`src/rtl/dwsl_pkg.sv`:
```
`timescale 1ns / 1ps

package dwsl_pkg;

  // Encoder count width.
  localparam int COUNT_WIDTH = 16;

  // Division by 100 is done as a multiply by a reciprocal and a right shift.
  // The reciprocal is folded into the scale register when it is written.
  localparam int SCALE_W     = 10;
  localparam int SPEED_W     = 8;
  localparam int RECIP_SHIFT = 25;
  localparam int RECIP_K     = 335545;
  localparam int SCALE_K_W   = 29;
  localparam int PROD_W      = SPEED_W + SCALE_K_W;
  localparam int MAG_W       = PROD_W - RECIP_SHIFT;
  localparam int TGT_W       = MAG_W + 1;

  // Controller datapath widths.
  localparam int ERR_W   = ((COUNT_WIDTH > TGT_W) ? COUNT_WIDTH : TGT_W) + 1;
  localparam int DERR_W  = ERR_W + 1;
  localparam int PE_W    = ERR_W + 9;
  localparam int ACCS_W  = PE_W + 1;
  localparam int DPROD_W = DERR_W + 17;
  localparam int NUM_W   = ACCS_W + 16 + 1;
  localparam int QUO_W   = NUM_W - 16;
  localparam int DRIVE_W = 16;

  // Configuration port.
  localparam int ADDR_W = 5;
  localparam int DATA_W = 32;

  localparam logic [7:0]           PROP_GAIN_RST = 8'd7;
  localparam logic [15:0]          DIFF_GAIN_RST = 16'd197;
  localparam logic [14:0]          LIMIT_RST     = 15'd7199;
  localparam logic [7:0]           TIMEOUT_RST   = 8'd15;
  localparam logic [7:0]           MARGIN_RST    = 8'd30;
  localparam logic [SCALE_W-1:0]   SCALE_RST     = 10'd280;
  localparam logic [SCALE_K_W-1:0] SCALE_K_RST   = SCALE_K_W'(280 * RECIP_K);

  localparam logic [7:0] DIR_FORWARD = 8'd0;
  localparam logic [7:0] DIR_REVERSE = 8'd1;

  typedef enum logic [2:0] {
    REG_PROP_GAIN    = 3'd0,
    REG_DIFF_GAIN    = 3'd1,
    REG_DRIVE_LIMIT  = 3'd2,
    REG_TIMEOUT      = 3'd3,
    REG_TURN_MARGIN  = 3'd4,
    REG_TARGET_SCALE = 3'd5
  } reg_idx_e;

  typedef enum logic [2:0] {
    LIGHT_OFF   = 3'd0,
    LIGHT_ON    = 3'd1,
    LIGHT_LEFT  = 3'd2,
    LIGHT_RIGHT = 3'd3,
    LIGHT_REAR  = 3'd4,
    LIGHT_NONE  = 3'd5
  } light_e;

  typedef struct packed {
    logic [7:0]           prop_gain;
    logic [15:0]          diff_gain;
    logic [14:0]          drive_limit;
    logic [7:0]           timeout_ticks;
    logic [7:0]           turn_margin;
    logic [SCALE_K_W-1:0] scale_k;
  } cfg_t;

endpackage

```
`src/rtl/dwsl_cfg.sv`:
```
`timescale 1ns / 1ps

module dwsl_cfg (
  input  logic                        clk_i,
  input  logic                        rst_ni,
  input  logic                        psel,
  input  logic                        penable,
  input  logic                        pwrite,
  input  logic [dwsl_pkg::ADDR_W-1:0] paddr,
  input  logic [dwsl_pkg::DATA_W-1:0] pwdata,
  output logic [dwsl_pkg::DATA_W-1:0] prdata,
  output logic                        pready,
  output dwsl_pkg::cfg_t              cfg_o
);
  import dwsl_pkg::*;

  logic [7:0]           prop_gain_q;
  logic [15:0]          diff_gain_q;
  logic [14:0]          limit_q;
  logic [7:0]           timeout_q;
  logic [7:0]           margin_q;
  logic [SCALE_W-1:0]   scale_q;
  logic [SCALE_K_W-1:0] scale_k_q;
  logic [SCALE_K_W-1:0] scale_k_d;
  logic                 wr_en;
  reg_idx_e             idx;

  assign pready = 1'b1;
  assign wr_en  = psel && penable && pwrite;
  assign idx    = reg_idx_e'(paddr[4:2]);

  // The scale is stored premultiplied by the reciprocal of 100.
  assign scale_k_d = SCALE_K_W'(pwdata[SCALE_W-1:0] * SCALE_K_W'(RECIP_K));

  always_ff @(posedge clk_i or negedge rst_ni) begin
    if (!rst_ni) begin
      prop_gain_q <= PROP_GAIN_RST;
      diff_gain_q <= DIFF_GAIN_RST;
      limit_q     <= LIMIT_RST;
      timeout_q   <= TIMEOUT_RST;
      margin_q    <= MARGIN_RST;
      scale_q     <= SCALE_RST;
      scale_k_q   <= SCALE_K_RST;
    end else if (wr_en) begin
      unique case (idx)
        REG_PROP_GAIN:    prop_gain_q <= pwdata[7:0];
        REG_DIFF_GAIN:    diff_gain_q <= pwdata[15:0];
        REG_DRIVE_LIMIT:  limit_q     <= pwdata[14:0];
        REG_TIMEOUT:      timeout_q   <= pwdata[7:0];
        REG_TURN_MARGIN:  margin_q    <= pwdata[7:0];
        REG_TARGET_SCALE: begin
          scale_q   <= pwdata[SCALE_W-1:0];
          scale_k_q <= scale_k_d;
        end
        default: ;
      endcase
    end
  end

  always_comb begin
    unique case (idx)
      REG_PROP_GAIN:    prdata = DATA_W'(prop_gain_q);
      REG_DIFF_GAIN:    prdata = DATA_W'(diff_gain_q);
      REG_DRIVE_LIMIT:  prdata = DATA_W'(limit_q);
      REG_TIMEOUT:      prdata = DATA_W'(timeout_q);
      REG_TURN_MARGIN:  prdata = DATA_W'(margin_q);
      REG_TARGET_SCALE: prdata = DATA_W'(scale_q);
      default:          prdata = '0;
    endcase
  end

  assign cfg_o.prop_gain     = prop_gain_q;
  assign cfg_o.diff_gain     = diff_gain_q;
  assign cfg_o.drive_limit   = limit_q;
  assign cfg_o.timeout_ticks = timeout_q;
  assign cfg_o.turn_margin   = margin_q;
  assign cfg_o.scale_k       = scale_k_q;

endmodule

```
`src/rtl/dwsl_cmd_decode.sv`:
```
`timescale 1ns / 1ps

module dwsl_cmd_decode (
  input  dwsl_pkg::cfg_t                    cfg_i,
  input  logic [7:0]                        left_dir_i,
  input  logic [7:0]                        left_speed_i,
  input  logic [7:0]                        right_dir_i,
  input  logic [7:0]                        right_speed_i,
  output logic signed [dwsl_pkg::TGT_W-1:0] left_tgt_o,
  output logic signed [dwsl_pkg::TGT_W-1:0] right_tgt_o,
  output dwsl_pkg::light_e                  light_o
);
  import dwsl_pkg::*;

  logic [PROD_W-1:0]        l_prod;
  logic [PROD_W-1:0]        r_prod;
  logic signed [TGT_W-1:0]  l_pos;
  logic signed [TGT_W-1:0]  r_pos;

  // floor(speed * scale / 100) via the premultiplied reciprocal.
  assign l_prod = PROD_W'(left_speed_i) * PROD_W'(cfg_i.scale_k);
  assign r_prod = PROD_W'(right_speed_i) * PROD_W'(cfg_i.scale_k);
  assign l_pos  = {1'b0, l_prod[PROD_W-1:RECIP_SHIFT]};
  assign r_pos  = {1'b0, r_prod[PROD_W-1:RECIP_SHIFT]};

  assign left_tgt_o  = (left_dir_i == DIR_REVERSE) ? -l_pos : l_pos;
  assign right_tgt_o = (right_dir_i == DIR_REVERSE) ? -r_pos : r_pos;

  always_comb begin
    if (left_speed_i == 8'd0 && right_speed_i == 8'd0) begin
      light_o = LIGHT_OFF;
    end else if (left_dir_i == DIR_REVERSE && right_dir_i == DIR_REVERSE) begin
      light_o = LIGHT_REAR;
    end else if (left_dir_i == DIR_FORWARD && right_dir_i == DIR_FORWARD) begin
      if (right_speed_i >= left_speed_i &&
          (right_speed_i - left_speed_i) >= cfg_i.turn_margin) begin
        light_o = LIGHT_LEFT;
      end else if (left_speed_i >= right_speed_i &&
                   (left_speed_i - right_speed_i) >= cfg_i.turn_margin) begin
        light_o = LIGHT_RIGHT;
      end else begin
        light_o = LIGHT_ON;
      end
    end else begin
      light_o = LIGHT_OFF;
    end
  end

endmodule

```
`src/rtl/dwsl_wheel.sv`:
```
`timescale 1ns / 1ps

module dwsl_wheel (
  input  dwsl_pkg::cfg_t                          cfg_i,
  input  logic signed [dwsl_pkg::TGT_W-1:0]       tgt_i,
  input  logic signed [dwsl_pkg::COUNT_WIDTH-1:0] count_i,
  input  logic signed [dwsl_pkg::DRIVE_W-1:0]     acc_i,
  input  logic signed [dwsl_pkg::ERR_W-1:0]       prev_i,
  output logic signed [dwsl_pkg::DRIVE_W-1:0]     drive_o,
  output logic signed [dwsl_pkg::ERR_W-1:0]       err_o
);
  import dwsl_pkg::*;

  logic signed [ERR_W-1:0]   err;
  logic signed [DERR_W-1:0]  derr;
  logic signed [8:0]         kp;
  logic signed [16:0]        kd;
  logic signed [PE_W-1:0]    p_term;
  logic signed [DPROD_W-1:0] d_term;
  logic signed [ACCS_W-1:0]  acc_sum;
  logic signed [NUM_W-1:0]   num;
  logic signed [QUO_W-1:0]   quo;
  logic signed [QUO_W-1:0]   quo_trunc;
  logic signed [QUO_W-1:0]   lim;
  logic signed [DRIVE_W-1:0] clamped;
  logic                      tgt_zero;

  assign tgt_zero = (tgt_i == '0);

  assign err  = {{(ERR_W-TGT_W){tgt_i[TGT_W-1]}}, tgt_i}
              - {{(ERR_W-COUNT_WIDTH){count_i[COUNT_WIDTH-1]}}, count_i};
  assign derr = {err[ERR_W-1], err} - {prev_i[ERR_W-1], prev_i};

  assign kp = {1'b0, cfg_i.prop_gain};
  assign kd = {1'b0, cfg_i.diff_gain};

  assign p_term  = kp * err;
  assign d_term  = kd * derr;
  assign acc_sum = {{(ACCS_W-DRIVE_W){acc_i[DRIVE_W-1]}}, acc_i}
                 + {p_term[PE_W-1], p_term};

  // Sum in Q.16, then divide by 65536 rounding toward zero.
  assign num = {acc_sum[ACCS_W-1], acc_sum, 16'h0000}
             + {{(NUM_W-DPROD_W){d_term[DPROD_W-1]}}, d_term};
  assign quo = num[NUM_W-1:16];
  assign quo_trunc = quo + QUO_W'(num[NUM_W-1] && (num[15:0] != 16'h0000));

  assign lim = {{(QUO_W-15){1'b0}}, cfg_i.drive_limit};

  always_comb begin
    if (quo_trunc > lim) begin
      clamped = lim[DRIVE_W-1:0];
    end else if (quo_trunc < -lim) begin
      clamped = DRIVE_W'(-lim);
    end else begin
      clamped = quo_trunc[DRIVE_W-1:0];
    end
  end

  // A zero target parks the wheel: no drive and a cleared error history.
  assign drive_o = tgt_zero ? '0 : clamped;
  assign err_o   = tgt_zero ? '0 : err;

endmodule

```
`src/rtl/dual_wheel_speed_loop.sv`:
```
`timescale 1ns / 1ps

// A request passes through the input register and the target register into the result
// register before it shows on the outputs.
// Throughput: one request per cycle while not stalled; the controller state is updated with each request.
// A stalled output freezes the whole pipeline and raises in_stall_o.
// Reset clears the pipeline and loads the register defaults; targets, accumulators and
// errors start at zero, the idle count at the timeout, and no light code counts as shown.
module dual_wheel_speed_loop (
  input  logic                                    clk_i,
  input  logic                                    rst_ni,
  input  logic                                    psel,
  input  logic                                    penable,
  input  logic                                    pwrite,
  input  logic [dwsl_pkg::ADDR_W-1:0]             paddr,
  input  logic [dwsl_pkg::DATA_W-1:0]             pwdata,
  output logic [dwsl_pkg::DATA_W-1:0]             prdata,
  output logic                                    pready,
  input  logic                                    in_valid_i,
  output logic                                    in_stall_o,
  input  logic                                    cmd_valid_i,
  input  logic [7:0]                              left_dir_i,
  input  logic [7:0]                              left_speed_i,
  input  logic [7:0]                              right_dir_i,
  input  logic [7:0]                              right_speed_i,
  input  logic signed [dwsl_pkg::COUNT_WIDTH-1:0] left_count_i,
  input  logic signed [dwsl_pkg::COUNT_WIDTH-1:0] right_count_i,
  output logic                                    out_valid_o,
  input  logic                                    out_stall_i,
  output logic signed [15:0]                      left_drive_o,
  output logic signed [15:0]                      right_drive_o,
  output logic                                    light_update_o,
  output logic [2:0]                              light_code_o
);
  import dwsl_pkg::*;

  cfg_t cfg;
  logic en;

  // Stage 1: raw request.
  logic                          s1_valid_q;
  logic                          s1_cmd_q;
  logic [7:0]                    s1_ldir_q, s1_lsp_q, s1_rdir_q, s1_rsp_q;
  logic signed [COUNT_WIDTH-1:0] s1_lcnt_q, s1_rcnt_q;

  // Stage 2: decoded command.
  logic                          s2_valid_q;
  logic                          s2_cmd_q;
  logic signed [TGT_W-1:0]       s2_ltgt_q, s2_rtgt_q;
  light_e                        s2_light_q;
  logic signed [COUNT_WIDTH-1:0] s2_lcnt_q, s2_rcnt_q;

  logic signed [TGT_W-1:0]       dec_ltgt, dec_rtgt;
  light_e                        dec_light;

  // Loop state.
  logic signed [TGT_W-1:0]   l_tgt_q, r_tgt_q, l_tgt_d, r_tgt_d;
  logic signed [DRIVE_W-1:0] l_acc_q, r_acc_q, l_drive, r_drive;
  logic signed [ERR_W-1:0]   l_prev_q, r_prev_q, l_err, r_err;
  logic [7:0]                idle_q, idle_d;
  light_e                    last_light_q, light_d;
  logic                      stop;

  // Result register.
  logic                      out_valid_q;
  logic signed [DRIVE_W-1:0] out_ldrive_q, out_rdrive_q;
  logic                      out_upd_q;
  light_e                    out_code_q;

  dwsl_cfg u_cfg (
    .clk_i   (clk_i),
    .rst_ni  (rst_ni),
    .psel    (psel),
    .penable (penable),
    .pwrite  (pwrite),
    .paddr   (paddr),
    .pwdata  (pwdata),
    .prdata  (prdata),
    .pready  (pready),
    .cfg_o   (cfg)
  );

  assign en         = !(out_valid_q && out_stall_i);
  assign in_stall_o = !en;

  always_ff @(posedge clk_i or negedge rst_ni) begin
    if (!rst_ni) begin
      s1_valid_q <= 1'b0;
    end else if (en) begin
      s1_valid_q <= in_valid_i;
    end
  end

  always_ff @(posedge clk_i) begin
    if (en && in_valid_i) begin
      s1_cmd_q  <= cmd_valid_i;
      s1_ldir_q <= left_dir_i;
      s1_lsp_q  <= left_speed_i;
      s1_rdir_q <= right_dir_i;
      s1_rsp_q  <= right_speed_i;
      s1_lcnt_q <= left_count_i;
      s1_rcnt_q <= right_count_i;
    end
  end

  dwsl_cmd_decode u_decode (
    .cfg_i         (cfg),
    .left_dir_i    (s1_ldir_q),
    .left_speed_i  (s1_lsp_q),
    .right_dir_i   (s1_rdir_q),
    .right_speed_i (s1_rsp_q),
    .left_tgt_o    (dec_ltgt),
    .right_tgt_o   (dec_rtgt),
    .light_o       (dec_light)
  );

  always_ff @(posedge clk_i or negedge rst_ni) begin
    if (!rst_ni) begin
      s2_valid_q <= 1'b0;
    end else if (en) begin
      s2_valid_q <= s1_valid_q;
    end
  end

  always_ff @(posedge clk_i) begin
    if (en && s1_valid_q) begin
      s2_cmd_q   <= s1_cmd_q;
      s2_ltgt_q  <= dec_ltgt;
      s2_rtgt_q  <= dec_rtgt;
      s2_light_q <= dec_light;
      s2_lcnt_q  <= s1_lcnt_q;
      s2_rcnt_q  <= s1_rcnt_q;
    end
  end

  // Command timeout and target selection. The timeout check also applies on
  // a tick that carries a command, so a zero timeout stops the wheels at once.
  always_comb begin
    if (s2_cmd_q) begin
      idle_d = '0;
    end else if (idle_q < cfg.timeout_ticks) begin
      idle_d = idle_q + 8'd1;
    end else begin
      idle_d = idle_q;
    end
    stop = (idle_d >= cfg.timeout_ticks);

    if (stop) begin
      l_tgt_d = '0;
      r_tgt_d = '0;
      light_d = LIGHT_OFF;
    end else if (s2_cmd_q) begin
      l_tgt_d = s2_ltgt_q;
      r_tgt_d = s2_rtgt_q;
      light_d = s2_light_q;
    end else begin
      l_tgt_d = l_tgt_q;
      r_tgt_d = r_tgt_q;
      light_d = last_light_q;
    end
  end

  dwsl_wheel u_left (
    .cfg_i   (cfg),
    .tgt_i   (l_tgt_d),
    .count_i (s2_lcnt_q),
    .acc_i   (l_acc_q),
    .prev_i  (l_prev_q),
    .drive_o (l_drive),
    .err_o   (l_err)
  );

  dwsl_wheel u_right (
    .cfg_i   (cfg),
    .tgt_i   (r_tgt_d),
    .count_i (s2_rcnt_q),
    .acc_i   (r_acc_q),
    .prev_i  (r_prev_q),
    .drive_o (r_drive),
    .err_o   (r_err)
  );

  always_ff @(posedge clk_i or negedge rst_ni) begin
    if (!rst_ni) begin
      l_tgt_q      <= '0;
      r_tgt_q      <= '0;
      l_acc_q      <= '0;
      r_acc_q      <= '0;
      l_prev_q     <= '0;
      r_prev_q     <= '0;
      idle_q       <= TIMEOUT_RST;
      last_light_q <= LIGHT_NONE;
      out_valid_q  <= 1'b0;
    end else if (en) begin
      out_valid_q <= s2_valid_q;
      if (s2_valid_q) begin
        l_tgt_q      <= l_tgt_d;
        r_tgt_q      <= r_tgt_d;
        l_acc_q      <= l_drive;
        r_acc_q      <= r_drive;
        l_prev_q     <= l_err;
        r_prev_q     <= r_err;
        idle_q       <= idle_d;
        last_light_q <= light_d;
      end
    end
  end

  always_ff @(posedge clk_i) begin
    if (en && s2_valid_q) begin
      out_ldrive_q <= l_drive;
      out_rdrive_q <= r_drive;
      out_upd_q    <= (light_d != last_light_q);
      out_code_q   <= (light_d != last_light_q) ? light_d : LIGHT_OFF;
    end
  end

  assign out_valid_o    = out_valid_q;
  assign left_drive_o   = out_ldrive_q;
  assign right_drive_o  = out_rdrive_q;
  assign light_update_o = out_upd_q;
  assign light_code_o   = out_code_q;

  a_stall_only_from_output: assert property (@(posedge clk_i) disable iff (!rst_ni)
    in_stall_o |-> (out_valid_o && out_stall_i))
    else $error("input stalled while the result register is free");

  a_code_zero_without_update: assert property (@(posedge clk_i) disable iff (!rst_ni)
    (out_valid_o && !light_update_o) |-> (light_code_o == LIGHT_OFF))
    else $error("light code shown without an update");

  a_update_matches_state: assert property (@(posedge clk_i) disable iff (!rst_ni)
    (out_valid_o && light_update_o) |-> (light_code_o == last_light_q))
    else $error("reported light code differs from the stored code");

  a_left_parked: assert property (@(posedge clk_i) disable iff (!rst_ni)
    (l_tgt_q == '0) |-> (l_acc_q == '0 && l_prev_q == '0))
    else $error("left wheel keeps history with a zero target");

  a_right_parked: assert property (@(posedge clk_i) disable iff (!rst_ni)
    (r_tgt_q == '0) |-> (r_acc_q == '0 && r_prev_q == '0))
    else $error("right wheel keeps history with a zero target");

endmodule
```
`config.mk`:
```
export PLATFORM = sky130hd
export DESIGN_NAME = dual_wheel_speed_loop
export DESIGN_NICKNAME = d
export VERILOG_FILES = /design/src/rtl/dwsl_pkg.sv /design/src/rtl/dwsl_cfg.sv /design/src/rtl/dwsl_cmd_decode.sv /design/src/rtl/dwsl_wheel.sv /design/src/rtl/dual_wheel_speed_loop.sv
export SDC_FILE = /design/constraint.sdc
export NUM_CORES = 2
export LEC_CHECK = 0
export CAP_MARGIN = 20
export CORE_MARGIN = 5
export CORE_UTILIZATION = 30
export CTS_CLUSTER_SIZE = 14
export DETAILED_ROUTE_END_ITERATION = 16
export DONT_BUFFER_PORTS = 1
export HOLD_SLACK_MARGIN = 0.12
export SLEW_MARGIN = 40
export SYNTH_ARGS = -nofsm -noshare
export SYNTH_HDL_FRONTEND = slang
export SYNTH_SLANG_ARGS = --single-unit
```
`constraint.sdc`:
```
create_clock -name clk_i -period 50.1 [get_ports clk_i]
set_input_delay 0 -clock clk_i [delete_from_list [all_inputs] [get_ports clk_i]]
set_output_delay 0 -clock clk_i [all_outputs]
set_load 0.005 [all_outputs]
```
==> impl_metrics.json <==
{
  "clock_latency_ns": 0.67,
  "hold_viol_final": 0,
  "worst-slew-pin-transition_ns": 0.9455,
  "placed_cell_area_um2": 83230,
  "clkTransAtPathRegs_ns": 0.07,
  "cts_resized": 0,
  "max-cap-violations": 0,
  "hold_buffers": 187,
  "fillers": 27050,
  "postRouteAntennaNets": 0,
  "syn_to_final_growth_pct": 10.01,
  "slew_headroom_pct": 36.84,
  "drtIter0Drc": 3855,
  "pin_count": 180,
  "cp-end-kind": "register",
  "synth_area_leaders": "fa_1 35%, ha_1 12%, inv_1 7.8%",
  "fin_ws_ns": 26.79,
  "finalSetupTns_ns": 0,
  "critPathKind": "reg2reg",
  "synth-edff-count": 163,
  "final_area_um2": 87010,
  "grt_max_degree": 198,
  "status": "finished clean",
  "wl_per_cell_um": 18.97,
  "synth_cells": 8692,
  "cts.sinks": 360,
  "post-route-util_pct": 33.15,
  "cts_max_level": 2,
  "startpoint_type": "register",
  "min-delay-path-class": "in2reg",
  "max_freq_ghz": 0.04290,
  "synth_top_area_share_pct": 34.98,
  "setup_viol_count_final": 0,
  "post-route-min-period_ns": 23.31,
  "firstDrtPassIters": 6,
  "synthArstFlopShare_pct": 54.72,
  "core_area_um2": 262500,
  "fp.dieH_um": 523.5,
  "cts_root_buf": "clkbuf_16",
  "synth_flop_cell": "edfxtp_1",
  "numPortBuffers": 0,
  "rsz0062_at_grt": "false",
  "syn_area_um2": 79090,
  "grt.overflow.total": 0,
  "rows": 188,
  "avgViaCountPerCell": 4.920,
  "grt_pass1_wl_um": 369300,
  "layout_common_cells": "1643 x inv_1, 1380 x fa_1, 1042 x nand2_1, 747 x ha_1, 602 x and2_1",
  "die_area_um2": 274000,
  "dp_hpwl_um": 183800,
  "cts_tree": "yes",
  "numCtsBuffers": 49,
  "fin_skew_ns": 0.05452,
  "yosysWarnings": 0,
  "die_width_um": 523.5,
  "antenna_found_initial": 14,
  "cp.arrival_ns": 23.65,
  "drc": 0,
  "start_util_pct": 30.13,
  "layout_commonest_cell": "inv_1",
  "clk_path_buf_depth": 3,
  "postSynthRegisterBits": 360,
  "final_max_slew_viol_count": 0,
  "finalCritPeriodShare_pct": 46.52,
  "timing.critical_path.mode_cell": "a21oi_1",
  "crit_path_top_delay_cell": "mux2i_2",
  "syn_area_per_cell_um2": 9.099,
  "netlist-cell-type-count": 108,
  "required_ns": 50.44,
  "final_nets": 10920,
  "totalWireLength_um": 232300,
  "yosysSeqAreaShare_pct": 12.49,
  "dp_slack_ns": 26.98,
  "yosysTopAreaCell": "fa_1",
  "vias": 60240,
  "gp_congestion": 0.9007,
  "cts_setup_buffers": 0,
  "crit_fanout": 55,
  "grt_pass1_vias": 64540,
  "grt_usage_pct": 17.00,
  "cpPeakStageDelay_ns": 0.76,
  "drive_gt1_share_pct": 4.999
}
==> final timing paths <==
path / cells after the start / startpoint / slack, ns / end
setup / recovery: 95 / u_cfg.timeout_q[1] / 26.79 / left_drive_o[13]
hold / removal: 2 / pwdata[11] / 0.17 / u_cfg.diff_gain_q[11]
setup reg to reg: 95 / u_cfg.timeout_q[1] / 26.79 / left_drive_o[13]
hold reg to reg: 0 / s1_lcnt_q[2] / 0.41 / s2_lcnt_q[2]
max in group asynchronous: 5 / rst_ni / 48.45 / u_cfg.diff_gain_q[7]
min in group asynchronous: 3 / rst_ni / 0.49 / l_prev_q[13]
==> layer usage <==
| metal | track usage (%) | part of all wire (%) |
|---|---|---|
| met1 | 22.27 | 43 |
| met5 | 0 | 0.020 |
| met2 | 28.89 | 48 |
| met4 | 6.298 | 4.5 |
| met3 | 1.990 | 5.4 |
==> cells in the mapped netlist (51+ instances only) <==
cell / n
nand3_1: 114
nor2_1: 277
and2_1: 604
nor4_1: 58
nand4_1: 55
inv_1: 1645
ha_1: 748
nor3_1: 79
o21a_1: 51
fa_1: 1382
and3_1: 68
mux2i_1: 80
o21ai_0: 263
edfxtp_1: 163
nand2b_1: 66
a21oi_1: 247
a21o_1: 103
xor2_1: 77
clkbuf_1: 353
nor2b_1: 116
xnor2_1: 202
dfrtp_1: 152
nand2_1: 1043
==> registers in the layout (all words and copies together), names as in the netlist, 15 cells and up <==
register and cells:
u_cfg.scale_k_q 29, l_prev_q 17, r_prev_q 17, l_acc_q 16, left_drive_o 16, r_acc_q 16, right_drive_o 16, s1_lcnt_q 16
s1_rcnt_q 16, s2_lcnt_q 16, s2_rcnt_q 16, u_cfg.diff_gain_q 16, u_cfg.limit_q 15
==> cell type report <==
cell class	instances	area [um2]	share of cell area, %
antenna	8	20.02	0.02301
timing repair buffer	325	2995	3.443
multi-input combinational	6298	61790	71.01
tap	3515	4398	5.055
clock inverter	30	397.9	0.4573
clock buffer	62	1346	1.547
inverter	1646	6181	7.104
sequential	360	9884	11.36
==> kinds of logic (layout without fill, tap and decap cells) <==
family,Yosys count,after routing,synth area share [%]
and+or+nand+nor,2627,2627,16.63
adders and majority gates,2130,2130,46.81
buffers and inverters,2049,2063,9.862
AOI/OAI and AO/OA,1118,1118,9.403
DFF,360,360,12.49
xor gates and xnor gates,280,280,3.110
muxes,126,126,1.682
other,2,25,0.009495
==> per-stage QoR <==
| step | instances | hold WS, ns |
|---|---|---|
| final | 12240 | 0.1735 |
| after global routing | 12240 | 0.1701 |
| after CTS | 12230 | 0.1274 |
| after detailed placement | 11950 | -0.2752 |
| after global placement | 11950 | -0.2746 |
| after floorplan | 8707 | -0.2956 |
==> worst max-delay path, delay by kind of cell, from the launching register on <==
kind / cells / cell delay (ns)
compound gates: 41 / 7.77
fa+ha+maj: 19 / 7.60
simple gates: 20 / 3.60
buf+inv: 10 / 1.37
xor+xnor: 4 / 1.30
mux: 1 / 0.76
flops: 1 / 0.54
Power is left out: the tool's default activity adds up to more than one toggle a clock period on the data nets, which glitch-free logic cannot reach.
